`src/rtl/odc_pkg.sv`:
```
// Shared constants, field widths and the fixed low-pass coefficient table
// for the octave decimation cascade. No dependencies.
package odc_pkg;

	localparam int SAMPLE_BITS  = 16;
	localparam int CFG_BITS     = 4;
	localparam int OCT_IDX_BITS = 3;
	localparam int OCTAVE_COUNT = 8;
	localparam int CFG_RESET    = 8;

	// Filter length and coefficient format (Q1.15)
	localparam int TAP_COUNT = 32;
	localparam int TAP_BITS  = 16;
	localparam int FRAC_BITS = 15;

	// Blackman-Harris windowed sinc, cutoff 0.225, unit DC gain
	localparam logic signed [TAP_BITS-1:0] FIR_TAPS [TAP_COUNT] = '{
		16'sd0, 16'sd1, 16'sd1, -16'sd8, -16'sd11, 16'sd38, 16'sd77, -16'sd99,
		-16'sd310, 16'sd131, 16'sd899, 16'sd111, -16'sd2156, -16'sd1374,
		16'sd5618, 16'sd13466,
		16'sd13466, 16'sd5618, -16'sd1374, -16'sd2156, 16'sd111, 16'sd899,
		16'sd131, -16'sd310, -16'sd99, 16'sd77, 16'sd38, -16'sd11, -16'sd8,
		16'sd1, 16'sd1, 16'sd0
	};

endpackage

```
`src/rtl/odc_if.sv`:
```
// Valid/ready channels of the octave decimation cascade: sample input,
// octave result output and configuration write. Depends on odc_pkg.
interface odc_in_if;
	logic                                  valid;
	logic                                  ready;
	logic signed [odc_pkg::SAMPLE_BITS-1:0] sample_in;

	modport source (output valid, output sample_in, input ready);
	modport sink   (input valid, input sample_in, output ready);
endinterface

interface odc_out_if;
	logic                                   valid;
	logic                                   ready;
	logic [odc_pkg::OCT_IDX_BITS-1:0]       octave_index;
	logic signed [odc_pkg::SAMPLE_BITS-1:0] sample_out;
	logic                                   last_of_run;

	modport source (output valid, output octave_index, output sample_out,
		output last_of_run, input ready);
	modport sink   (input valid, input octave_index, input sample_out,
		input last_of_run, output ready);
endinterface

interface odc_cfg_if;
	logic                             valid;
	logic                             ready;
	logic [odc_pkg::CFG_BITS-1:0]     active_octaves;

	modport source (output valid, output active_octaves, input ready);
	modport sink   (input valid, input active_octaves, output ready);
endinterface

```
`src/rtl/octave_decimation_cascade.sv`:
```
// Octave decimation cascade: octave 0 passes through, each higher octave is a 32-tap
// low-pass decimating by two. An accepted word is emitted as octave 0 first;
// each filtered octave adds a write, a multiply-accumulate sweep, a round and an emit.
// The single multiplier reads one tap a cycle in the sweep; a new sample is accepted only
// once the previous sample's run has ended. Reset clears control, positions, phases and
// fill flags; memory is not swept.
module octave_decimation_cascade (
	input  logic     clk,
	input  logic     arst_n,
	odc_in_if.sink   in_ch,
	odc_out_if.source out_ch,
	odc_cfg_if.sink  cfg_ch
);

	localparam int OCTAVE_COUNT = odc_pkg::OCTAVE_COUNT;
	localparam int STAGES  = OCTAVE_COUNT - 1;
	localparam int SW      = (STAGES > 1) ? $clog2(STAGES) : 1;
	localparam int OW      = $clog2(OCTAVE_COUNT);
	localparam int OCW     = $clog2(OCTAVE_COUNT + 1);
	localparam int TAPS    = odc_pkg::TAP_COUNT;
	localparam int POS_W   = $clog2(TAPS);
	localparam int CNT_W   = $clog2(TAPS + 2);
	localparam int SB      = odc_pkg::SAMPLE_BITS;
	localparam int FRAC    = odc_pkg::FRAC_BITS;
	localparam int PROD_W  = odc_pkg::TAP_BITS + SB;
	localparam int ACC_W   = PROD_W + POS_W + 1;
	localparam int Q_W     = ACC_W - FRAC;
	localparam int ADDR_W  = SW + POS_W;
	localparam int DEPTH   = STAGES * TAPS;
	localparam int CFG_BITS_W = odc_pkg::CFG_BITS;

	localparam logic signed [ACC_W-1:0] RND_HALF = ACC_W'(1) << (FRAC - 1);
	localparam logic signed [Q_W-1:0]   SAT_MAX  = Q_W'((2 ** (SB - 1)) - 1);
	localparam logic signed [Q_W-1:0]   SAT_MIN  = -(Q_W'(2 ** (SB - 1)));

	typedef enum logic [4:0] {
		S_IDLE  = 5'b00001,
		S_EMIT  = 5'b00010,
		S_WRITE = 5'b00100,
		S_MAC   = 5'b01000,
		S_FIN   = 5'b10000
	} state_t;

	// Sequencer and per-word context
	state_t                state_q;
	logic [CFG_BITS_W-1:0] active_q;
	logic [OCW-1:0]        count_q;     // clamped number of octaves for this word
	logic [OW-1:0]         oct_q;       // octave currently being produced
	logic [SW-1:0]         stage_q;     // delay-line stage in use
	logic signed [SB-1:0]  x_q;         // sample travelling up the cascade
	logic [CNT_W-1:0]      cyc_q;       // sweep counter in S_MAC

	// Per-stage bookkeeping, read at one address at a time
	logic [POS_W-1:0]      pos_q   [STAGES];
	logic                  phase_q [STAGES];
	logic                  full_q  [STAGES];   // delay line has wrapped once

	// Delay-line memory, one row of TAPS words per stage
	logic signed [SB-1:0]  mem [DEPTH];

	// Multiply-accumulate pipeline
	logic                  issue_s1;
	logic                  ok_s1;
	logic [POS_W-1:0]      tap_s1;
	logic signed [SB-1:0]  rd_s1;
	logic                  valid_s2;
	logic signed [PROD_W-1:0] prod_s2;
	logic signed [ACC_W-1:0]  acc_q;

	// Output register
	logic                  out_valid_q;
	logic [odc_pkg::OCT_IDX_BITS-1:0] out_oct_q;
	logic signed [SB-1:0]  out_sample_q;
	logic                  out_last_q;

	// Combinational helpers
	logic                  in_take;
	logic                  out_free;
	logic                  at_top;
	logic [SW-1:0]         nxt_stage;
	logic                  emit_last;
	logic [OCW-1:0]        count_d;
	logic [POS_W-1:0]      rd_pos;
	logic [ADDR_W-1:0]     rd_addr;
	logic [ADDR_W-1:0]     wr_addr;
	logic                  issuing;
	logic signed [ACC_W-1:0] rnd;
	logic signed [Q_W-1:0]   qv;
	logic signed [SB-1:0]    sat;

	assign in_ch.ready  = (state_q == S_IDLE);
	assign cfg_ch.ready = 1'b1;
	assign in_take      = in_ch.valid && in_ch.ready;
	assign out_free     = !out_valid_q || out_ch.ready;

	assign out_ch.valid        = out_valid_q;
	assign out_ch.octave_index = out_oct_q;
	assign out_ch.sample_out   = out_sample_q;
	assign out_ch.last_of_run  = out_last_q;

	// Clamp the octave count: zero acts as one, beyond the build acts as the build
	always_comb begin
		if (active_q == '0) begin
			count_d = OCW'(1);
		end else if (int'(active_q) > OCTAVE_COUNT) begin
			count_d = OCW'(OCTAVE_COUNT);
		end else begin
			count_d = OCW'(active_q);
		end
	end

	// A word is the last of its run when no octave follows, or the next
	// octave only stores it and waits for its partner sample
	assign at_top    = (OCW'(oct_q) + OCW'(1)) >= count_q;
	assign nxt_stage = oct_q[SW-1:0];
	assign emit_last = at_top ? 1'b1 : !phase_q[nxt_stage];

	// Sweep from the oldest entry (current write position) to the newest
	assign rd_pos  = pos_q[stage_q] + cyc_q[POS_W-1:0];
	assign rd_addr = {stage_q, rd_pos};
	assign wr_addr = {stage_q, pos_q[stage_q]};
	assign issuing = (state_q == S_MAC) && (int'(cyc_q) < TAPS);

	// Round half up, floor by 2^FRAC, saturate
	assign rnd = acc_q + RND_HALF;
	assign qv  = rnd[ACC_W-1:FRAC];
	always_comb begin
		if (qv > SAT_MAX) begin
			sat = SB'(SAT_MAX);
		end else if (qv < SAT_MIN) begin
			sat = SB'(SAT_MIN);
		end else begin
			sat = SB'(qv);
		end
	end

	// Configuration register
	always_ff @(posedge clk or negedge arst_n) begin
		if (!arst_n) begin
			active_q <= CFG_BITS_W'(odc_pkg::CFG_RESET);
		end else if (cfg_ch.valid && cfg_ch.ready) begin
			active_q <= cfg_ch.active_octaves;
		end
	end

	// Sequencer and stage bookkeeping
	always_ff @(posedge clk or negedge arst_n) begin
		if (!arst_n) begin
			state_q     <= S_IDLE;
			out_valid_q <= 1'b0;
			cyc_q       <= '0;
			for (int s = 0; s < STAGES; s++) begin
				pos_q[s]   <= '0;
				phase_q[s] <= 1'b0;
				full_q[s]  <= 1'b0;
			end
		end else begin
			// Drop the output word once taken, unless a new one replaces it
			if (out_valid_q && out_ch.ready && !((state_q == S_EMIT) && out_free)) begin
				out_valid_q <= 1'b0;
			end
			case (state_q)
				S_IDLE: begin
					if (in_take) begin
						state_q <= S_EMIT;
					end
				end
				S_EMIT: begin
					// Hold until the output register is free
					if (out_free) begin
						out_valid_q <= 1'b1;
						if (emit_last && at_top) begin
							state_q <= S_IDLE;
						end else begin
							state_q <= S_WRITE;
						end
					end
				end
				S_WRITE: begin
					pos_q[stage_q] <= pos_q[stage_q] + POS_W'(1);
					if (pos_q[stage_q] == POS_W'(TAPS - 1)) begin
						full_q[stage_q] <= 1'b1;
					end
					phase_q[stage_q] <= !phase_q[stage_q];
					cyc_q <= '0;
					if (phase_q[stage_q]) begin
						state_q <= S_MAC;
					end else begin
						state_q <= S_IDLE;
					end
				end
				S_MAC: begin
					// Run on past the last read so that its product reaches the accumulator before rounding
					cyc_q <= cyc_q + CNT_W'(1);
					if (cyc_q == CNT_W'(TAPS + 1)) begin
						state_q <= S_FIN;
					end
				end
				S_FIN: begin
					state_q <= S_EMIT;
				end
				default: begin
					state_q <= S_IDLE;
				end
			endcase
		end
	end

	// Per-word payload registers
	always_ff @(posedge clk) begin
		case (state_q)
			S_IDLE: begin
				if (in_take) begin
					x_q     <= in_ch.sample_in;
					oct_q   <= '0;
					count_q <= count_d;
				end
			end
			S_EMIT: begin
				if (out_free) begin
					out_oct_q    <= odc_pkg::OCT_IDX_BITS'(oct_q);
					out_sample_q <= x_q;
					out_last_q   <= emit_last;
					oct_q        <= oct_q + OW'(1);
					stage_q      <= nxt_stage;
				end
			end
			S_WRITE: begin
				acc_q <= '0;
			end
			S_MAC: begin
				if (valid_s2) begin
					acc_q <= acc_q + ACC_W'(prod_s2);
				end
			end
			S_FIN: begin
				x_q <= sat;
			end
			default: begin
			end
		endcase
	end

	// Delay-line memory: write the arriving sample, read one tap a cycle.
	// The write lands before the sweep's first read, so no forwarding is needed.
	always_ff @(posedge clk) begin
		if (state_q == S_WRITE) begin
			mem[wr_addr] <= x_q;
		end
		rd_s1 <= mem[rd_addr];
	end

	// Read qualifier and tap index are registered with the read data
	always_ff @(posedge clk or negedge arst_n) begin
		if (!arst_n) begin
			issue_s1 <= 1'b0;
			valid_s2 <= 1'b0;
		end else begin
			issue_s1 <= issuing;
			valid_s2 <= issue_s1;
		end
	end

	always_ff @(posedge clk) begin
		// Entries not yet written since reset read as zero
		ok_s1   <= full_q[stage_q] || (rd_pos < pos_q[stage_q]);
		tap_s1  <= cyc_q[POS_W-1:0];
		prod_s2 <= odc_pkg::FIR_TAPS[tap_s1] * (ok_s1 ? rd_s1 : SB'(0));
	end

	// An accepted word is always emitted first as octave zero
	assert property (@(posedge clk) disable iff (!arst_n)
		in_take |=> (state_q == S_EMIT) && (oct_q == '0))
		else $error("accepted word did not start at octave zero");

	// A word not marked last must be followed by a filtering pass
	assert property (@(posedge clk) disable iff (!arst_n)
		((state_q == S_EMIT) && out_free && !emit_last)
		|=> (state_q == S_WRITE) && phase_q[stage_q])
		else $error("run continued without a filtering pass");

	// The accumulator is final when rounding starts
	assert property (@(posedge clk) disable iff (!arst_n)
		(state_q == S_FIN) |-> (!issue_s1 && !valid_s2))
		else $error("multiply pipeline not drained at rounding");

	// Never produce an octave beyond the clamped count
	assert property (@(posedge clk) disable iff (!arst_n)
		(state_q == S_EMIT) |-> (OCW'(oct_q) < count_q))
		else $error("octave beyond active count");

endmodule

```
`src/flat_wrapper.sv`:
```
// flat-port wrapper written by rule: the top's interface ports become plain ports
module octave_decimation_cascade_flat 
  (clk, arst_n, in_ch_valid, in_ch_sample_in, in_ch_ready, out_ch_valid, out_ch_octave_index, out_ch_sample_out, out_ch_last_of_run, out_ch_ready, cfg_ch_valid, cfg_ch_active_octaves, cfg_ch_ready);
  odc_in_if in_ch_i ();
  odc_out_if out_ch_i ();
  odc_cfg_if cfg_ch_i ();
  input  logic clk;
  input  logic arst_n;
  input wire logic [$bits(in_ch_i.valid)-1:0] in_ch_valid;
  input wire logic [$bits(in_ch_i.sample_in)-1:0] in_ch_sample_in;
  output wire logic [$bits(in_ch_i.ready)-1:0] in_ch_ready;
  output wire logic [$bits(out_ch_i.valid)-1:0] out_ch_valid;
  output wire logic [$bits(out_ch_i.octave_index)-1:0] out_ch_octave_index;
  output wire logic [$bits(out_ch_i.sample_out)-1:0] out_ch_sample_out;
  output wire logic [$bits(out_ch_i.last_of_run)-1:0] out_ch_last_of_run;
  input wire logic [$bits(out_ch_i.ready)-1:0] out_ch_ready;
  input wire logic [$bits(cfg_ch_i.valid)-1:0] cfg_ch_valid;
  input wire logic [$bits(cfg_ch_i.active_octaves)-1:0] cfg_ch_active_octaves;
  output wire logic [$bits(cfg_ch_i.ready)-1:0] cfg_ch_ready;
  assign in_ch_i.valid = in_ch_valid;
  assign in_ch_i.sample_in = in_ch_sample_in;
  assign in_ch_ready = in_ch_i.ready;
  assign out_ch_valid = out_ch_i.valid;
  assign out_ch_octave_index = out_ch_i.octave_index;
  assign out_ch_sample_out = out_ch_i.sample_out;
  assign out_ch_last_of_run = out_ch_i.last_of_run;
  assign out_ch_i.ready = out_ch_ready;
  assign cfg_ch_i.valid = cfg_ch_valid;
  assign cfg_ch_i.active_octaves = cfg_ch_active_octaves;
  assign cfg_ch_ready = cfg_ch_i.ready;
  octave_decimation_cascade u_core (.clk(clk), .arst_n(arst_n), .in_ch(in_ch_i), .out_ch(out_ch_i), .cfg_ch(cfg_ch_i));
endmodule
```
`config.mk`:
```
export PLATFORM = sky130hd
export DESIGN_NAME = octave_decimation_cascade_flat
export DESIGN_NICKNAME = d
export VERILOG_FILES = /design/src/rtl/odc_pkg.sv /design/src/rtl/odc_if.sv /design/src/rtl/octave_decimation_cascade.sv /design/src/flat_wrapper.sv
export SDC_FILE = /design/constraint.sdc
export NUM_CORES = 2
export LEC_CHECK = 0
export BUFFER_PORTS_ARGS = -buffer_cell sky130_fd_sc_hd__buf_2
export CORE_AREA = 2 2 528 530
export CTS_CLUSTER_SIZE = 12
export DETAILED_ROUTE_END_ITERATION = 8
export DIE_AREA = 0 0 530 532
export MAX_ROUTING_LAYER = met4
export PLACE_DENSITY_LB_ADDON = 0.25
export SYNTH_ARGS = -nofsm -noshare
export SYNTH_HDL_FRONTEND = slang
export SYNTH_SLANG_ARGS = --single-unit
```
`constraint.sdc`:
```
create_clock -name clk -period 8.1 [get_ports clk]
set_input_delay 0.405 -clock clk [delete_from_list [all_inputs] [get_ports clk]]
set_output_delay 0.405 -clock clk [all_outputs]
set_load 0.01 [all_outputs]
```
==> summary.md <==
| Metric | Value |
|---|---|
| Status | complete, but fails checks |
| Failing checks | max-slew violations |
| Clock Skew | 0.0755 ns |
| Placed cell areas | about 160000 sq um |
| Final Hold Slack | 0.210 ns |
| Clk Latency, worst-skew pair | approximately 0.94 ns |
| Synth area leaders | edfxtp_1, mux4_2, fa_1 |
| Post-Syn Instances | 7500 |
| First-pass GRT wire length | 548000 um |
| Main combinational cell family by area after synthesis | multiplexers |
| Post-synthesis mux area share | 17.4% |
| Inserted Clock Buffers | 382 |
| Leakage | between 0.05 and 0.06 uW |
| Vias | 76977 |
| FFs w/ async S/R, synth | 1.77% |
| Initial Util | a little under three fifths |
| Total Routed Length | 377000 um |
| Seq cells post-synth | 3786 |
| # IOs | 48 |
| Sequential Power Share | a little over two fifths |
| Antenna violations before repair | 19 |
| Synth Cell Area | 157000 sq um |
| Final Util | 63.6% |
| Layout cells sized above 1 | 26.7% |
| Yosys top cell by area | edfxtp_1 |
| Clk sinks | 3786 |
| DIE AREA | 282000 sq um |
| Total negative slack | 0 ns |
| Critical path fanouts, max | 16 |
| Hold WC Path Type | input pin to async pin |
| # rows | 193 |
| Vias/cell | 6.47 |
| Logic pwr share | a little over a quarter |
| CTS Buffer Depth | 4 |
| Switching Fraction | 28.9% |
| Xor/xnor share of the synthesized area | 0.496% |
| Compound-Gate Fraction of Synth Area | 1.30% |
| Post-Synth Simple-Gate Area | 2.64% |
| Drt first pass iters | 6 |
| Sequential share of the synthesized area | between 70% and 80% |
| Tightest Pin Transition | 1.59 ns |
| Tmin final | 7.68 ns |
| Final ANT Viol Nets | 0 |
| Root buffer cell | clkbuf_16 |
| Post-layout instance area | 175000 sq um |
| Clock power share | a little under a third |
| Count of final hold-check violations | 0 |
| Top FF cell, synth | edfxtp_1 |
| Count of cell types in the netlist | 71 |
| Area delta synth->final | 11.6% |
| Placer Congestion | 0.893 |
| Fin crit share | approximately 95% |
| Tot GR Track Use | 27.8% |
| Endpoints failing setup | 0 |
| Post-layout net count | 8383 |
| Post-Synth Adder-Cell Area | 4.53% |
| Total number of H-tree levels | 5 |
| Worst vdd ir | approximately 0.00033 V |
| Net Count, Synth | between 7000 and 8000 |
| Clk pin slew, worst setup/hold paths | 0.06 ns |
| Buffers added on ports | 46 |
| Post-Place Cells | roughly 11000 |
| Setup crit end kind | register |
| Post-synth EDFFs | 3665 |
| Pint | 37800 uW |
| Max Fclk | 130 MHz |
| Core Region | 276000 sq um |
| Slew margin rel. | -6.30% |
| Post-Syn Area per Cell | about 21 sq um |
| Synth Warn # | 0 |
| Non-filler cells, final | 11894 |
| Wire length per cell | 31.7 um |
| Pins Over Slew Limit | 60 |
| Die H | 532 um |
| Die Span X | 530 um |
| Worst Path Arrival | 8.54 ns |
| Vias in the first global route | 76974 |
| Worst endpoint required time | 8.96 ns |
| NetSw | 15400 uW |
| DRC | 0 |
| CP Class | register to register |
| Gr ovfl total | 0 |
| Pwr dens | 303 nW/um^2 |
| CP Launch Type | register |
| CTS tree | yes |
| Iteration-0 DRC Markers | 10508 |
| Largest net degree at the start of global routing | roughly 230 |
| Total of max-cap violations | 0 |
| Post-DP HPWL | between 200000 and 250000 um |
| Post-synth top area share | 70.1% |
-- cells in the final DEF (no fill, tap or decap), drive strengths merged, types with 65 or more instances in the layout --
master	n
a21oi	76
buf	412
clkbuf	490
clkinv	104
dfrtp	65
edfxtp	3665
fa	265
ha	145
inv	340
mux4	1192
nand2	243
nor2	489
o21ai	71
-- power by group through the flow --
stage               combinational, uW  clock (uW)  sequential, uW
detailed placement              14200           0           23300
floorplan                        8610           0           24000
global placement                14000           0           23300
CTS                             14300       16300           22900
finish                          14100       16100           22900
global route                    14800       17100           22900
-- per-stage QoR --
step           setup slack (ns)  power, uW
2_1_floorplan             0.458      32600
3_3_place_gp              0.227      37300
3_5_place_dp              0.180      37500
4_1_cts                   0.149      53500
5_1_grt                -0.00334      54800
6_report                  0.423      53100
-- synth_stat cells, drive strengths merged (11+ instances only) --
library cell,number
and2,27
nor2,489
o21ai,71
a211oi,12
o21a,13
edfxtp,3665
nor3,28
ha,145
or2,17
a31oi,11
buf,131
mux4,1192
o22a,16
nor2b,21
clkbuf,244
mux2,37
nand2,243
fa,265
dfrtp,65
nand3,47
xnor2,46
nand4,16
xor2,43
nand2b,27
a21o,38
dfxtp,54
inv,328
a21oi,76
-- kinds of logic after synthesis --
kind of cell,Yosys count
buf+inv,703
fa+ha+maj,410
other cells,1
flops,3786
xor+xnor,89
mux,1238
simple gates,962
compound gates,311
-- path summary, 6_finish.rpt --
kind | to | start | cells after the start | slack (ns)
worst max-delay path | u_core.prod_s2[28] | u_core.tap_s1[0] | 24 | 0.42
worst min register to register | u_core.valid_s2 | u_core.issue_s1 | 0 | 0.35
worst min-delay path | u_core.active_q[2] | arst_n | 3 | 0.21
worst max register to register | u_core.prod_s2[28] | u_core.tap_s1[0] | 24 | 0.42
max in group asynchronous | u_core.full_q[5] | arst_n | 3 | 7.24
min in group clk | u_core.x_q[9] | in_ch_sample_in[9] | 3 | 0.33
-- area by class of cell --
cell class | instances | area, sq um
Sequential cell | 3786 | 113000
Fill cell | 18287 | 101000
Multi-Input combinational cell | 3011 | 41700
Clock buffer | 490 | 10100
Tap cell | 3705 | 4640
Timing Repair Buffer | 439 | 3740
Inverter | 328 | 1230
Clock inverter | 122 | 1040
Antenna cell | 13 | 32.5
-- worst max-delay path: stages, from the launching register on --
cell and delay (ns):
dfxtp_1 0.33, inv_1 0.07, ha_1 0.33, and2_1 0.23
o21bai_1 0.18, mux4_2 0.68, or2_2 0.36, fa_1 0.49
fa_1 0.60, inv_2 0.12, fa_1 0.47, fa_1 0.50
fa_1 0.49, inv_1 0.05, fa_1 0.47, inv_1 0.04
ha_1 0.38, nand4_1 0.14, or2_2 0.31, or3_1 0.39
a22o_1 0.25, nor2_1 0.18, a41o_1 0.24, or2_2 0.13
xor2_1 0.13
-- state kept, by name, indices dropped and copies added (netlist names), 4 cells and up --
signal                    flops
u_core.mem                 3584
u_core.out_ch.sample_out     16
u_core.phase_q                7
u_core.active_q               4
u_core.x_q                   16
u_core.rd_s1                 16
u_core.tap_s1                 5
u_core.pos_q                 35
u_core.acc_q                 38
u_core.full_q                 7
u_core.cyc_q                  6
u_core.state_q                5
u_core.count_q                4
u_core.prod_s2               32
-- what timing repair did --
item	4_1_cts	5_1_grt
endpoints found under the hold margin	95	0
setup endpoints to repair	0	4
buffers inserted	0	0
resized for setup	0	8
hold buffers	27	0
-- routing by layer --
layer	share of wire [%]	vias to the layer above	GRT usage, %	wire length (um)
met3	9.4	551	4.72	35400
met2	48	4059	41.7	181000
met4	3.1	0	7.88	11500
li1	-	31200	-	-
met5	0	-	-	0
met1	40	41167	40.1	149000
(Power assumes the default switching activity.)
